### src/rtl/ccd_pkg.sv
// Types and constants of the CCD command timing calculator.
package ccd_pkg;

  localparam logic [7:0] CharG = 8'h47;
  localparam logic [7:0] CharS = 8'h53;

  localparam int CfgAddrW = 5;
  localparam int RegIdxW  = 3;

  localparam logic [7:0]  RstTicksPerUs = 8'd80;
  localparam logic [7:0]  RstShPulseUs  = 8'd2;
  localparam logic [7:0]  RstIcgPulseUs = 8'd10;
  localparam logic [15:0] RstShIcgGap   = 16'd40;
  localparam logic [31:0] RstReadout    = 32'd2364160;
  localparam logic [15:0] RstStartDelay = 16'd1500;

  localparam int QDepth  = 2;
  localparam int QPtrW   = $clog2(QDepth);
  localparam int QCntW   = $clog2(QDepth + 1);

  localparam int DivSteps = 32;
  localparam int DivCntW  = $clog2(DivSteps);

  typedef enum logic [RegIdxW-1:0] {
    REG_TICKS_PER_US = 3'd0,
    REG_SH_PULSE_US  = 3'd1,
    REG_ICG_PULSE_US = 3'd2,
    REG_SH_ICG_GAP   = 3'd3,
    REG_READOUT      = 3'd4,
    REG_START_DELAY  = 3'd5
  } ccd_reg_e;

  typedef enum logic [2:0] {
    ST_IDLE,
    ST_MUL,
    ST_CHK,
    ST_DIV,
    ST_FIN
  } ccd_state_e;

  typedef struct packed {
    logic [7:0]  ticks_per_us;
    logic [7:0]  sh_pulse_us;
    logic [7:0]  icg_pulse_us;
    logic [15:0] sh_icg_gap;
    logic [31:0] readout_ticks;
    logic [15:0] start_delay;
  } ccd_cfg_t;

  typedef struct packed {
    logic        cmd;
    logic [31:0] time_val;
  } ccd_item_t;

  typedef struct packed {
    logic        start_res;
    logic        range_error;
    logic [31:0] sh_period;
    logic [15:0] sh_high;
    logic [32:0] icg_period;
    logic [15:0] icg_high;
    logic [15:0] icg_to_sh_offset;
    logic [32:0] start_preload;
  } ccd_res_t;

endpackage

### src/rtl/ccd_front.sv
// Byte parser: finds the GS prefix and gathers the time bytes.
module ccd_front import ccd_pkg::*; #(
  parameter int TIME_BYTES = 4
) (
  input  logic       clk_i,
  input  logic       rst_ni,
  input  logic       accept_i,
  input  logic [7:0] byte_i,
  output ccd_item_t  item_o
);

  logic [7:0]  prev_q, prev_d;
  logic [2:0]  left_q, left_d;
  logic [31:0] time_q, time_d;

  always_comb begin
    prev_d      = byte_i;
    left_d      = left_q;
    time_d      = time_q;
    item_o.cmd  = 1'b0;
    if (left_q != 3'd0) begin
      time_d     = {time_q[23:0], byte_i};
      left_d     = left_q - 3'd1;
      item_o.cmd = (left_q == 3'd1);
    end else if (prev_q == CharG && byte_i == CharS) begin
      left_d = 3'(TIME_BYTES);
      time_d = '0;
    end
    item_o.time_val = time_d;
  end

  always_ff @(posedge clk_i or negedge rst_ni) begin
    if (!rst_ni) begin
      prev_q <= '0;
      left_q <= '0;
      time_q <= '0;
    end else if (accept_i) begin
      prev_q <= prev_d;
      left_q <= left_d;
      time_q <= time_d;
    end
  end

endmodule

### src/rtl/ccd_fifo.sv
// Short queue between the parser and the timing engine.
module ccd_fifo import ccd_pkg::*; (
  input  logic      clk_i,
  input  logic      rst_ni,
  input  logic      wr_i,
  input  ccd_item_t wdata_i,
  output logic      full_o,
  input  logic      rd_i,
  output ccd_item_t rdata_o,
  output logic      empty_o
);

  ccd_item_t              mem_q [QDepth];
  logic [QPtrW-1:0]       wp_q, rp_q;
  logic [QCntW-1:0]       cnt_q;

  assign full_o  = (cnt_q == QCntW'(QDepth));
  assign empty_o = (cnt_q == '0);
  assign rdata_o = mem_q[rp_q];

  always_ff @(posedge clk_i) begin
    if (wr_i) begin
      mem_q[wp_q] <= wdata_i;
    end
  end

  always_ff @(posedge clk_i or negedge rst_ni) begin
    if (!rst_ni) begin
      wp_q  <= '0;
      rp_q  <= '0;
      cnt_q <= '0;
    end else begin
      if (wr_i) wp_q <= wp_q + QPtrW'(1);
      if (rd_i) rp_q <= rp_q + QPtrW'(1);
      if (wr_i && !rd_i) cnt_q <= cnt_q + QCntW'(1);
      else if (rd_i && !wr_i) cnt_q <= cnt_q - QCntW'(1);
    end
  end

endmodule

### src/rtl/ccd_div.sv
// Restoring divider, one quotient bit per cycle, remainder only.
module ccd_div import ccd_pkg::*; (
  input  logic        clk_i,
  input  logic        rst_ni,
  input  logic        start_i,
  input  logic [31:0] dividend_i,
  input  logic [31:0] divisor_i,
  output logic        done_o,
  output logic [31:0] rem_o
);

  logic               busy_q, done_q;
  logic [DivCntW-1:0] cnt_q;
  logic [31:0]        dvd_q, dvs_q, rem_q;
  logic [32:0]        trial;
  logic [32:0]        diff;
  logic [31:0]        rem_d;

  always_comb begin
    trial = {rem_q, dvd_q[31]};
    diff  = trial - {1'b0, dvs_q};
    rem_d = (trial >= {1'b0, dvs_q}) ? diff[31:0] : trial[31:0];
  end

  assign done_o = done_q;
  assign rem_o  = rem_q;

  always_ff @(posedge clk_i or negedge rst_ni) begin
    if (!rst_ni) begin
      busy_q <= 1'b0;
      done_q <= 1'b0;
      cnt_q  <= '0;
    end else if (start_i) begin
      busy_q <= 1'b1;
      done_q <= 1'b0;
      cnt_q  <= '0;
    end else if (busy_q) begin
      cnt_q <= cnt_q + DivCntW'(1);
      if (cnt_q == DivCntW'(DivSteps - 1)) begin
        busy_q <= 1'b0;
        done_q <= 1'b1;
      end
    end else begin
      done_q <= 1'b0;
    end
  end

  always_ff @(posedge clk_i) begin
    if (start_i) begin
      dvd_q <= dividend_i;
      dvs_q <= divisor_i;
      rem_q <= '0;
    end else if (busy_q) begin
      dvd_q <= {dvd_q[30:0], 1'b0};
      rem_q <= rem_d;
    end
  end

endmodule

### src/rtl/ccd_back.sv
// Timing engine: periods, pulse widths, offset and preload per command.
module ccd_back import ccd_pkg::*; (
  input  logic      clk_i,
  input  logic      rst_ni,
  input  ccd_cfg_t  cfg_i,
  input  ccd_item_t item_i,
  input  logic      item_empty_i,
  output logic      item_pop_o,
  output ccd_res_t  res_o,
  output logic      res_empty_o,
  input  logic      res_pop_i
);

  ccd_state_e  state_q, state_d;
  logic [31:0] time_q, time_d;
  logic [39:0] sh_q, sh_d;
  logic [15:0] shh_q, shh_d;
  logic [15:0] icgh_q, icgh_d;
  logic [33:0] icg_q, icg_d;
  logic [16:0] sub_q, sub_d;
  ccd_res_t    res_q, res_d;
  logic        vld_q, vld_d;
  logic        div_start, div_done;
  logic [31:0] div_rem;
  logic [33:0] pre_sum, pre_sub, pre_val;
  logic [16:0] off_val;

  ccd_div u_div (
    .clk_i     (clk_i),
    .rst_ni    (rst_ni),
    .start_i   (div_start),
    .dividend_i(cfg_i.readout_ticks),
    .divisor_i (sh_q[31:0]),
    .done_o    (div_done),
    .rem_o     (div_rem)
  );

  always_comb begin
    state_d    = state_q;
    time_d     = time_q;
    sh_d       = sh_q;
    shh_d      = shh_q;
    icgh_d     = icgh_q;
    icg_d      = icg_q;
    sub_d      = sub_q;
    res_d      = res_q;
    vld_d      = vld_q && !res_pop_i;
    item_pop_o = 1'b0;
    div_start  = 1'b0;
    pre_sum    = 34'(icg_q) + 34'(cfg_i.start_delay);
    pre_sub    = 34'(sub_q) + 34'd1;
    pre_val    = (pre_sum > pre_sub) ? pre_sum - pre_sub : '0;
    off_val    = ({1'b0, icgh_q} > sub_q) ? {1'b0, icgh_q} - sub_q : '0;
    case (state_q)
      ST_IDLE: begin
        if (!item_empty_i && (!vld_q || res_pop_i)) begin
          item_pop_o = 1'b1;
          if (item_i.cmd) begin
            time_d  = item_i.time_val;
            state_d = ST_MUL;
          end else begin
            res_d = '0;
            vld_d = 1'b1;
          end
        end
      end
      ST_MUL: begin
        sh_d    = 40'(time_q) * 40'(cfg_i.ticks_per_us);
        shh_d   = 16'(cfg_i.sh_pulse_us) * 16'(cfg_i.ticks_per_us);
        icgh_d  = 16'(cfg_i.icg_pulse_us) * 16'(cfg_i.ticks_per_us);
        state_d = ST_CHK;
      end
      ST_CHK: begin
        if (sh_q[39:32] != '0 || sh_q[31:0] == '0) begin
          res_d             = '0;
          res_d.range_error = 1'b1;
          vld_d             = 1'b1;
          state_d           = ST_IDLE;
        end else begin
          div_start = 1'b1;
          state_d   = ST_DIV;
        end
      end
      ST_DIV: begin
        if (div_done) begin
          icg_d   = 34'(cfg_i.readout_ticks) - 34'(div_rem) + 34'(sh_q[31:0]);
          sub_d   = 17'(shh_q) + 17'(cfg_i.sh_icg_gap);
          state_d = ST_FIN;
        end
      end
      ST_FIN: begin
        res_d.start_res        = 1'b1;
        res_d.range_error      = 1'b0;
        res_d.sh_period        = sh_q[31:0];
        res_d.sh_high          = shh_q;
        res_d.icg_period       = icg_q[32:0];
        res_d.icg_high         = icgh_q;
        res_d.icg_to_sh_offset = off_val[15:0];
        res_d.start_preload    = pre_val[33] ? '1 : pre_val[32:0];
        vld_d                  = 1'b1;
        state_d                = ST_IDLE;
      end
      default: state_d = ST_IDLE;
    endcase
  end

  assign res_o       = res_q;
  assign res_empty_o = !vld_q;

  always_ff @(posedge clk_i or negedge rst_ni) begin
    if (!rst_ni) begin
      state_q <= ST_IDLE;
      vld_q   <= 1'b0;
    end else begin
      state_q <= state_d;
      vld_q   <= vld_d;
    end
  end

  always_ff @(posedge clk_i) begin
    time_q <= time_d;
    sh_q   <= sh_d;
    shh_q  <= shh_d;
    icgh_q <= icgh_d;
    icg_q  <= icg_d;
    sub_q  <= sub_d;
    res_q  <= res_d;
  end

endmodule

### src/rtl/ccd_command_timing_calc.sv
// Top level of the CCD command decoder and timing calculator.
// Every host byte pushed in yields one result. Ordinary bytes pass through
// and give an all-zero result; the fourth time byte after a "GS" prefix
// starts a timing calculation that holds the timing engine while the
// remainder divider sets the ICG period to the smallest multiple of the SH
// period above the readout time. A two-entry queue lets the parser keep
// taking bytes while a calculation runs or a result waits. Registers sit at
// byte offsets 4*i.
module ccd_command_timing_calc import ccd_pkg::*; #(
  parameter int TIME_BYTES = 4
) (
  input  logic                clk_i,
  input  logic                rst_ni,
  input  logic                psel,
  input  logic                penable,
  input  logic                pwrite,
  input  logic [CfgAddrW-1:0] paddr,
  input  logic [31:0]         pwdata,
  output logic [31:0]         prdata,
  output logic                pready,
  input  logic                push,
  output logic                full,
  input  logic [7:0]          rx_byte_i,
  output logic                empty,
  input  logic                pop,
  output logic                start_res_o,
  output logic                range_error_o,
  output logic [31:0]         sh_period_o,
  output logic [15:0]         sh_high_o,
  output logic [32:0]         icg_period_o,
  output logic [15:0]         icg_high_o,
  output logic [15:0]         icg_to_sh_offset_o,
  output logic [32:0]         start_preload_o
);

  ccd_cfg_t            cfg_q;
  logic [RegIdxW-1:0]  reg_idx;
  logic                cfg_wr;
  logic                in_acc;
  ccd_item_t           fe_item, q_item;
  logic                q_full, q_empty, q_pop;
  ccd_res_t            res;
  logic                res_empty;

  assign pready  = 1'b1;
  assign reg_idx = paddr[CfgAddrW-1:2];
  assign cfg_wr  = psel && penable && pwrite;

  always_ff @(posedge clk_i or negedge rst_ni) begin
    if (!rst_ni) begin
      cfg_q.ticks_per_us  <= RstTicksPerUs;
      cfg_q.sh_pulse_us   <= RstShPulseUs;
      cfg_q.icg_pulse_us  <= RstIcgPulseUs;
      cfg_q.sh_icg_gap    <= RstShIcgGap;
      cfg_q.readout_ticks <= RstReadout;
      cfg_q.start_delay   <= RstStartDelay;
    end else if (cfg_wr) begin
      case (reg_idx)
        REG_TICKS_PER_US: cfg_q.ticks_per_us  <= pwdata[7:0];
        REG_SH_PULSE_US:  cfg_q.sh_pulse_us   <= pwdata[7:0];
        REG_ICG_PULSE_US: cfg_q.icg_pulse_us  <= pwdata[7:0];
        REG_SH_ICG_GAP:   cfg_q.sh_icg_gap    <= pwdata[15:0];
        REG_READOUT:      cfg_q.readout_ticks <= pwdata;
        REG_START_DELAY:  cfg_q.start_delay   <= pwdata[15:0];
        default: ;
      endcase
    end
  end

  always_comb begin
    case (reg_idx)
      REG_TICKS_PER_US: prdata = 32'(cfg_q.ticks_per_us);
      REG_SH_PULSE_US:  prdata = 32'(cfg_q.sh_pulse_us);
      REG_ICG_PULSE_US: prdata = 32'(cfg_q.icg_pulse_us);
      REG_SH_ICG_GAP:   prdata = 32'(cfg_q.sh_icg_gap);
      REG_READOUT:      prdata = cfg_q.readout_ticks;
      REG_START_DELAY:  prdata = 32'(cfg_q.start_delay);
      default:          prdata = '0;
    endcase
  end

  assign full   = q_full;
  assign in_acc = push && !q_full;

  ccd_front #(.TIME_BYTES(TIME_BYTES)) u_front (
    .clk_i   (clk_i),
    .rst_ni  (rst_ni),
    .accept_i(in_acc),
    .byte_i  (rx_byte_i),
    .item_o  (fe_item)
  );

  ccd_fifo u_fifo (
    .clk_i  (clk_i),
    .rst_ni (rst_ni),
    .wr_i   (in_acc),
    .wdata_i(fe_item),
    .full_o (q_full),
    .rd_i   (q_pop),
    .rdata_o(q_item),
    .empty_o(q_empty)
  );

  ccd_back u_back (
    .clk_i       (clk_i),
    .rst_ni      (rst_ni),
    .cfg_i       (cfg_q),
    .item_i      (q_item),
    .item_empty_i(q_empty),
    .item_pop_o  (q_pop),
    .res_o       (res),
    .res_empty_o (res_empty),
    .res_pop_i   (pop && !res_empty)
  );

  assign empty              = res_empty;
  assign start_res_o        = res.start_res;
  assign range_error_o      = res.range_error;
  assign sh_period_o        = res.sh_period;
  assign sh_high_o          = res.sh_high;
  assign icg_period_o       = res.icg_period;
  assign icg_high_o         = res.icg_high;
  assign icg_to_sh_offset_o = res.icg_to_sh_offset;
  assign start_preload_o    = res.start_preload;

endmodule

### config.mk
export PLATFORM = sky130hd
export DESIGN_NAME = ccd_command_timing_calc
export DESIGN_NICKNAME = d
export VERILOG_FILES = /design/src/rtl/ccd_pkg.sv /design/src/rtl/ccd_front.sv /design/src/rtl/ccd_fifo.sv /design/src/rtl/ccd_div.sv /design/src/rtl/ccd_back.sv /design/src/rtl/ccd_command_timing_calc.sv
export SDC_FILE = /design/constraint.sdc
export NUM_CORES = 2
export LEC_CHECK = 0
export ABC_CLOCK_PERIOD_IN_PS = 11280
export CORE_ASPECT_RATIO = 1.2
export CORE_MARGIN = 3
export CORE_UTILIZATION = 52
export CTS_CLUSTER_SIZE = 10
export DETAILED_ROUTE_END_ITERATION = 16
export DONT_BUFFER_PORTS = 1
export PLACE_DENSITY = 0.67
export SYNTH_ARGS = -nofsm -noshare
export SYNTH_HDL_FRONTEND = slang
export SYNTH_HIERARCHICAL = 1
export SYNTH_SLANG_ARGS = --single-unit
### constraint.sdc
create_clock -name clk_i -period 11.28 [get_ports clk_i]
set_clock_uncertainty 0.05 [all_clocks]
set_input_delay 0.564 -clock clk_i [delete_from_list [all_inputs] [get_ports clk_i]]
set_output_delay 0.564 -clock clk_i [all_outputs]
set_load 0.005 [all_outputs]
==> flow_summary.yaml <==
run_status:
  status: "finished, final reports clean"
hold_path:
  hp-class: "input pin to register"
  holdCritStartpoint: "pwdata[14]"
timing:
  min_period_ns: 7.00
  final.setup.worst_slack_ns: 4.28
  max_freq_mhz: 143
  max_slew_margin: 0.237
  worst_slew_pin_slew_ns: 1.14
  final-setup-viol-count: 0
  grt_setup_unrepaired: "false"
  setup_tns_ns: 0
  hold_viol: 0
  finalCritPeriodShare: 0.621
  final_max_slew_viol_count: 0
logic_synthesis:
  muxShareOfSynthArea: 0.0555
  synth_top_area_frac: 0.295
  ys_ff_latch: 611
  synth_area_um2: 44000
  synth_most_common_cell: "inv_1"
  synth_nets: 4678
  synthFlopType: "edfxtp_1"
  synthSimpleGateAreaFrac: 0.137
  synth_area_per_cell_um2: 10.8
  async_flop_share: 0.239
  synth_top_family_by_area: "adder cells"
  netlist_instances: 4068
  ys_top_cells_by_area: "edfxtp_1, fa_1, ha_1"
  synth_xor_area_frac: 0.0460
  ys_top_cells_by_count: "inv_1, edfxtp_1, ha_1, nand2_1, fa_1"
  seq_area_frac_synth: 0.393
  synth.largest_area_cell: "edfxtp_1"
  yosysWarnings: 6
  synth.distinct_cells: 111
  synth_edf_count: 433
  synth_compound_area_frac: 0.109
  synth_fa_ha_area_frac: 0.203
worst_setup_path:
  cp_max_fo: 28
  endpoint_kind: "register"
  cpPeakStageDelay_ns: 0.93
  r2r-start: "cfg_q[83]$_DFFE_PN0P_"
  worstSetupPathType: "register to register"
  crit_top_cell: "fa_1"
  path_cells: "buf_4 -> nand2_1 -> fa_1 -> inv_1 -> fa_1 -> fa_1 -> inv_1 -> fa_1 -> inv_1 -> ha_1 -> a211o_1 -> nor2_1 -> o211ai_1 -> o211ai_1 -> o2bb2ai_1 -> o21ai_0 -> o311ai_0 -> a31oi_1 -> a311o_1"
  cp-start-kind: "register"
  cp_slowest_cell: "dfrtp_1"
  crit_required_ns: 11.59
  worstPathArrival_ns: 7.31
  critPathLaunch: "cfg_q[83]$_DFFE_PN0P_"
power:
  p_sw_frac: 0.426
  leakage_nw: 21.0
  clock_power_share: 0.149
  p_int_w: 0.00840
  p_comb_frac: 0.547
  power.switching_w: 0.00624
  pwr-share-seq: 0.304
  ir_worst_vdd_uv: 198
  power.total_w: 0.0146
  p_per_area_nw_per_um2: 307
clock_tree:
  post_cts_buffers: 0
  clkSlewWorstSetupHoldPaths_ns: 0.05
  ctsResizeCount: 0
  clockBufferDepth: 3
  cts_tree: "yes"
  cts-root-buf: "clkbuf_16"
  cts.sinks: 611
  h-tree-depth: 3
  worstSkewPairLatency_ns: 0.63
  cts-buffers-inserted: 73
  cts_hold_buf: 42
layout:
  fillers: 7170
  drive_above_1_share: 0.0867
  area_growth_pct: 8.21
  fin_util: 0.570
  stdcell_count: 5261
  seq_area_um2: 17300
  multi_input_area_um2: 24300
  final_nets: 4688
grt:
  overflow: 0
  grt_pass1_vias: 30100
  grt_first_pass_wirelength_mm: 168
  grt_max_degree: 147
  grt_usage: 0.242
  antenna_found_initial: 3
die:
  die_y_um: 325
  design.die.area_um2: 88200
  die_w_um: 272
  initial_core_util: 0.527
  core_area_um2: 83600
  io_pins: 235
  placementRows: 116
routing:
  firstDrtPassIters: 6
  vias: 29700
  first_iter_violations: 2087
  drt-wirelength-per-cell_um: 20.2
  totalWireLength_mm: 106
  drc: 0
  ant_nets: 0
  via_per_inst: 5.65
placement:
  portBuffers: 0
  dp_hpwl_mm: 79.6
  gp_congestion: 0.946
  dp_cells: 5082
  pre_cts_slack_ns: 4.26
run:
  maxCapViolCount: 0
[final timing paths]
path	to	slack, ns	cells after the start
worst max register to register	u_back/sh_q[38]$_DFFE_PP_	4.28	19
worst min-delay path	cfg_q[62]$_DFFE_PN0P_	0.04	1
max in group asynchronous	cfg_q[63]$_DFFE_PN0P_	9.84	2
worst min register to register	u_fifo/cnt_q[1]$_DFFE_PN0P_	0.44	1
worst max-delay path	u_back/sh_q[38]$_DFFE_PP_	4.28	19
min in group asynchronous	u_back/u_div/done_o$_DFFE_PN0P_	0.53	2
[power groups by stage]
stage               clock, W  combinational [W]  sequential (W)
floorplan                  0            0.00651         0.00415
global placement           0            0.00784         0.00448
detailed placement         0            0.00798         0.00449
CTS                  0.00223            0.00806         0.00445
global route         0.00233            0.00916         0.00453
finish               0.00218            0.00801         0.00445
[cell type report]
cell class | instances | share of cell area
Multi-Input combinational cell | 2845 | 0.509
Sequential cell | 611 | 0.364
Clock buffer | 128 | 0.0440
Inverter | 474 | 0.0374
Tap cell | 1121 | 0.0294
Timing Repair Buffer | 73 | 0.0141
Clock inverter | 8 | 0.00194
Antenna cell | 1 | 0.0000525
[cell usage in the layout (no fill, tap or decap), types with 19 or more instances in the layout]
master           n
a22o_1          65
clkbuf_16       75
o21a_1          29
mux2_1          40
dfxtp_1         32
a21oi_2         31
o21ai_1         24
ha_1           299
and2_1         255
edfxtp_1       433
dlygate4sd3_1   41
nand4_1         29
nor4_1          19
buf_4           31
xnor2_1        166
nand2_1        286
nor2_1         204
mux2_4          29
nand3_1         49
o21ai_0        108
nor2b_1         32
o211ai_1        19
nand2b_1        47
dfstp_2         19
nor3_1          46
a21oi_1        156
a211oi_1        29
dfrtp_1        124
xor2_1          62
and3_1         113
mux2i_1         51
clkbuf_1        51
fa_1           259
mux2_2          93
a21o_1          74
inv_1          473
o21bai_1        31
[flip-flops by register name, summed over array words and instances (netlist names), 2 cells and up]
name	cells
cfg_q	88
u_back/icg_q	34
u_back/icgh_q	16
u_back/res_o	148
u_back/sh_q	40
u_back/shh_q	16
u_back/state_q	3
u_back/sub_q	17
u_back/time_q	32
u_back/u_div/cnt_q	5
u_back/u_div/dvd_q	32
u_back/u_div/dvs_q	32
u_back/u_div/rem_o	32
u_fifo/cnt_q	2
u_fifo/mem_q	66
u_front/left_q	3
u_front/prev_q	8
u_front/time_q	32
[stage by stage]
| step | hold WS, ns | cell area, um2 |
|---|---|---|
| 4_1_cts | 0.000145 | 47600 |
| 3_5_place_dp | 0.228 | 45000 |
| 5_1_grt | 0.0140 | 47600 |
| 3_3_place_gp | 0.235 | 45000 |
| 6_report | 0.0379 | 47600 |
| 2_1_floorplan | 0.218 | 44000 |
[critical path: cells and delay by family, from the launching register on]
| kind | cells | cell delay [ns] |
|---|---|---|
| DFF | 1 | 0.93 |
| adders and majority gates | 5 | 2.48 |
| and+or+nand+nor | 2 | 0.29 |
| buffers and inverters | 4 | 0.59 |
| AOI/OAI and AO/OA | 8 | 2.40 |
[per-layer routing]
layer,part of all wire,vias up,global-route usage
li1,-,14100,-
met1,0.42,14600,0.314
met2,0.48,824,0.404
met3,0.054,200,0.0381
met4,0.040,0,0.0989
met5,0,-,0
[cells by family (layout without fill, tap and decap cells)]
| family | count (synthesis) | count (layout) |
|---|---|---|
| AO/OA/AOI/OAI | 691 | 691 |
| XOR/XNOR | 229 | 229 |
| other | 1 | 2 |
| multiplexers | 213 | 213 |
| flip-flops | 611 | 611 |
| AND/OR/NAND/NOR | 1153 | 1153 |
| adder cells (fa/ha/maj) | 558 | 558 |
| buffers and inverters | 612 | 683 |
No activity file was read; power rests on OpenSTA's default activity.
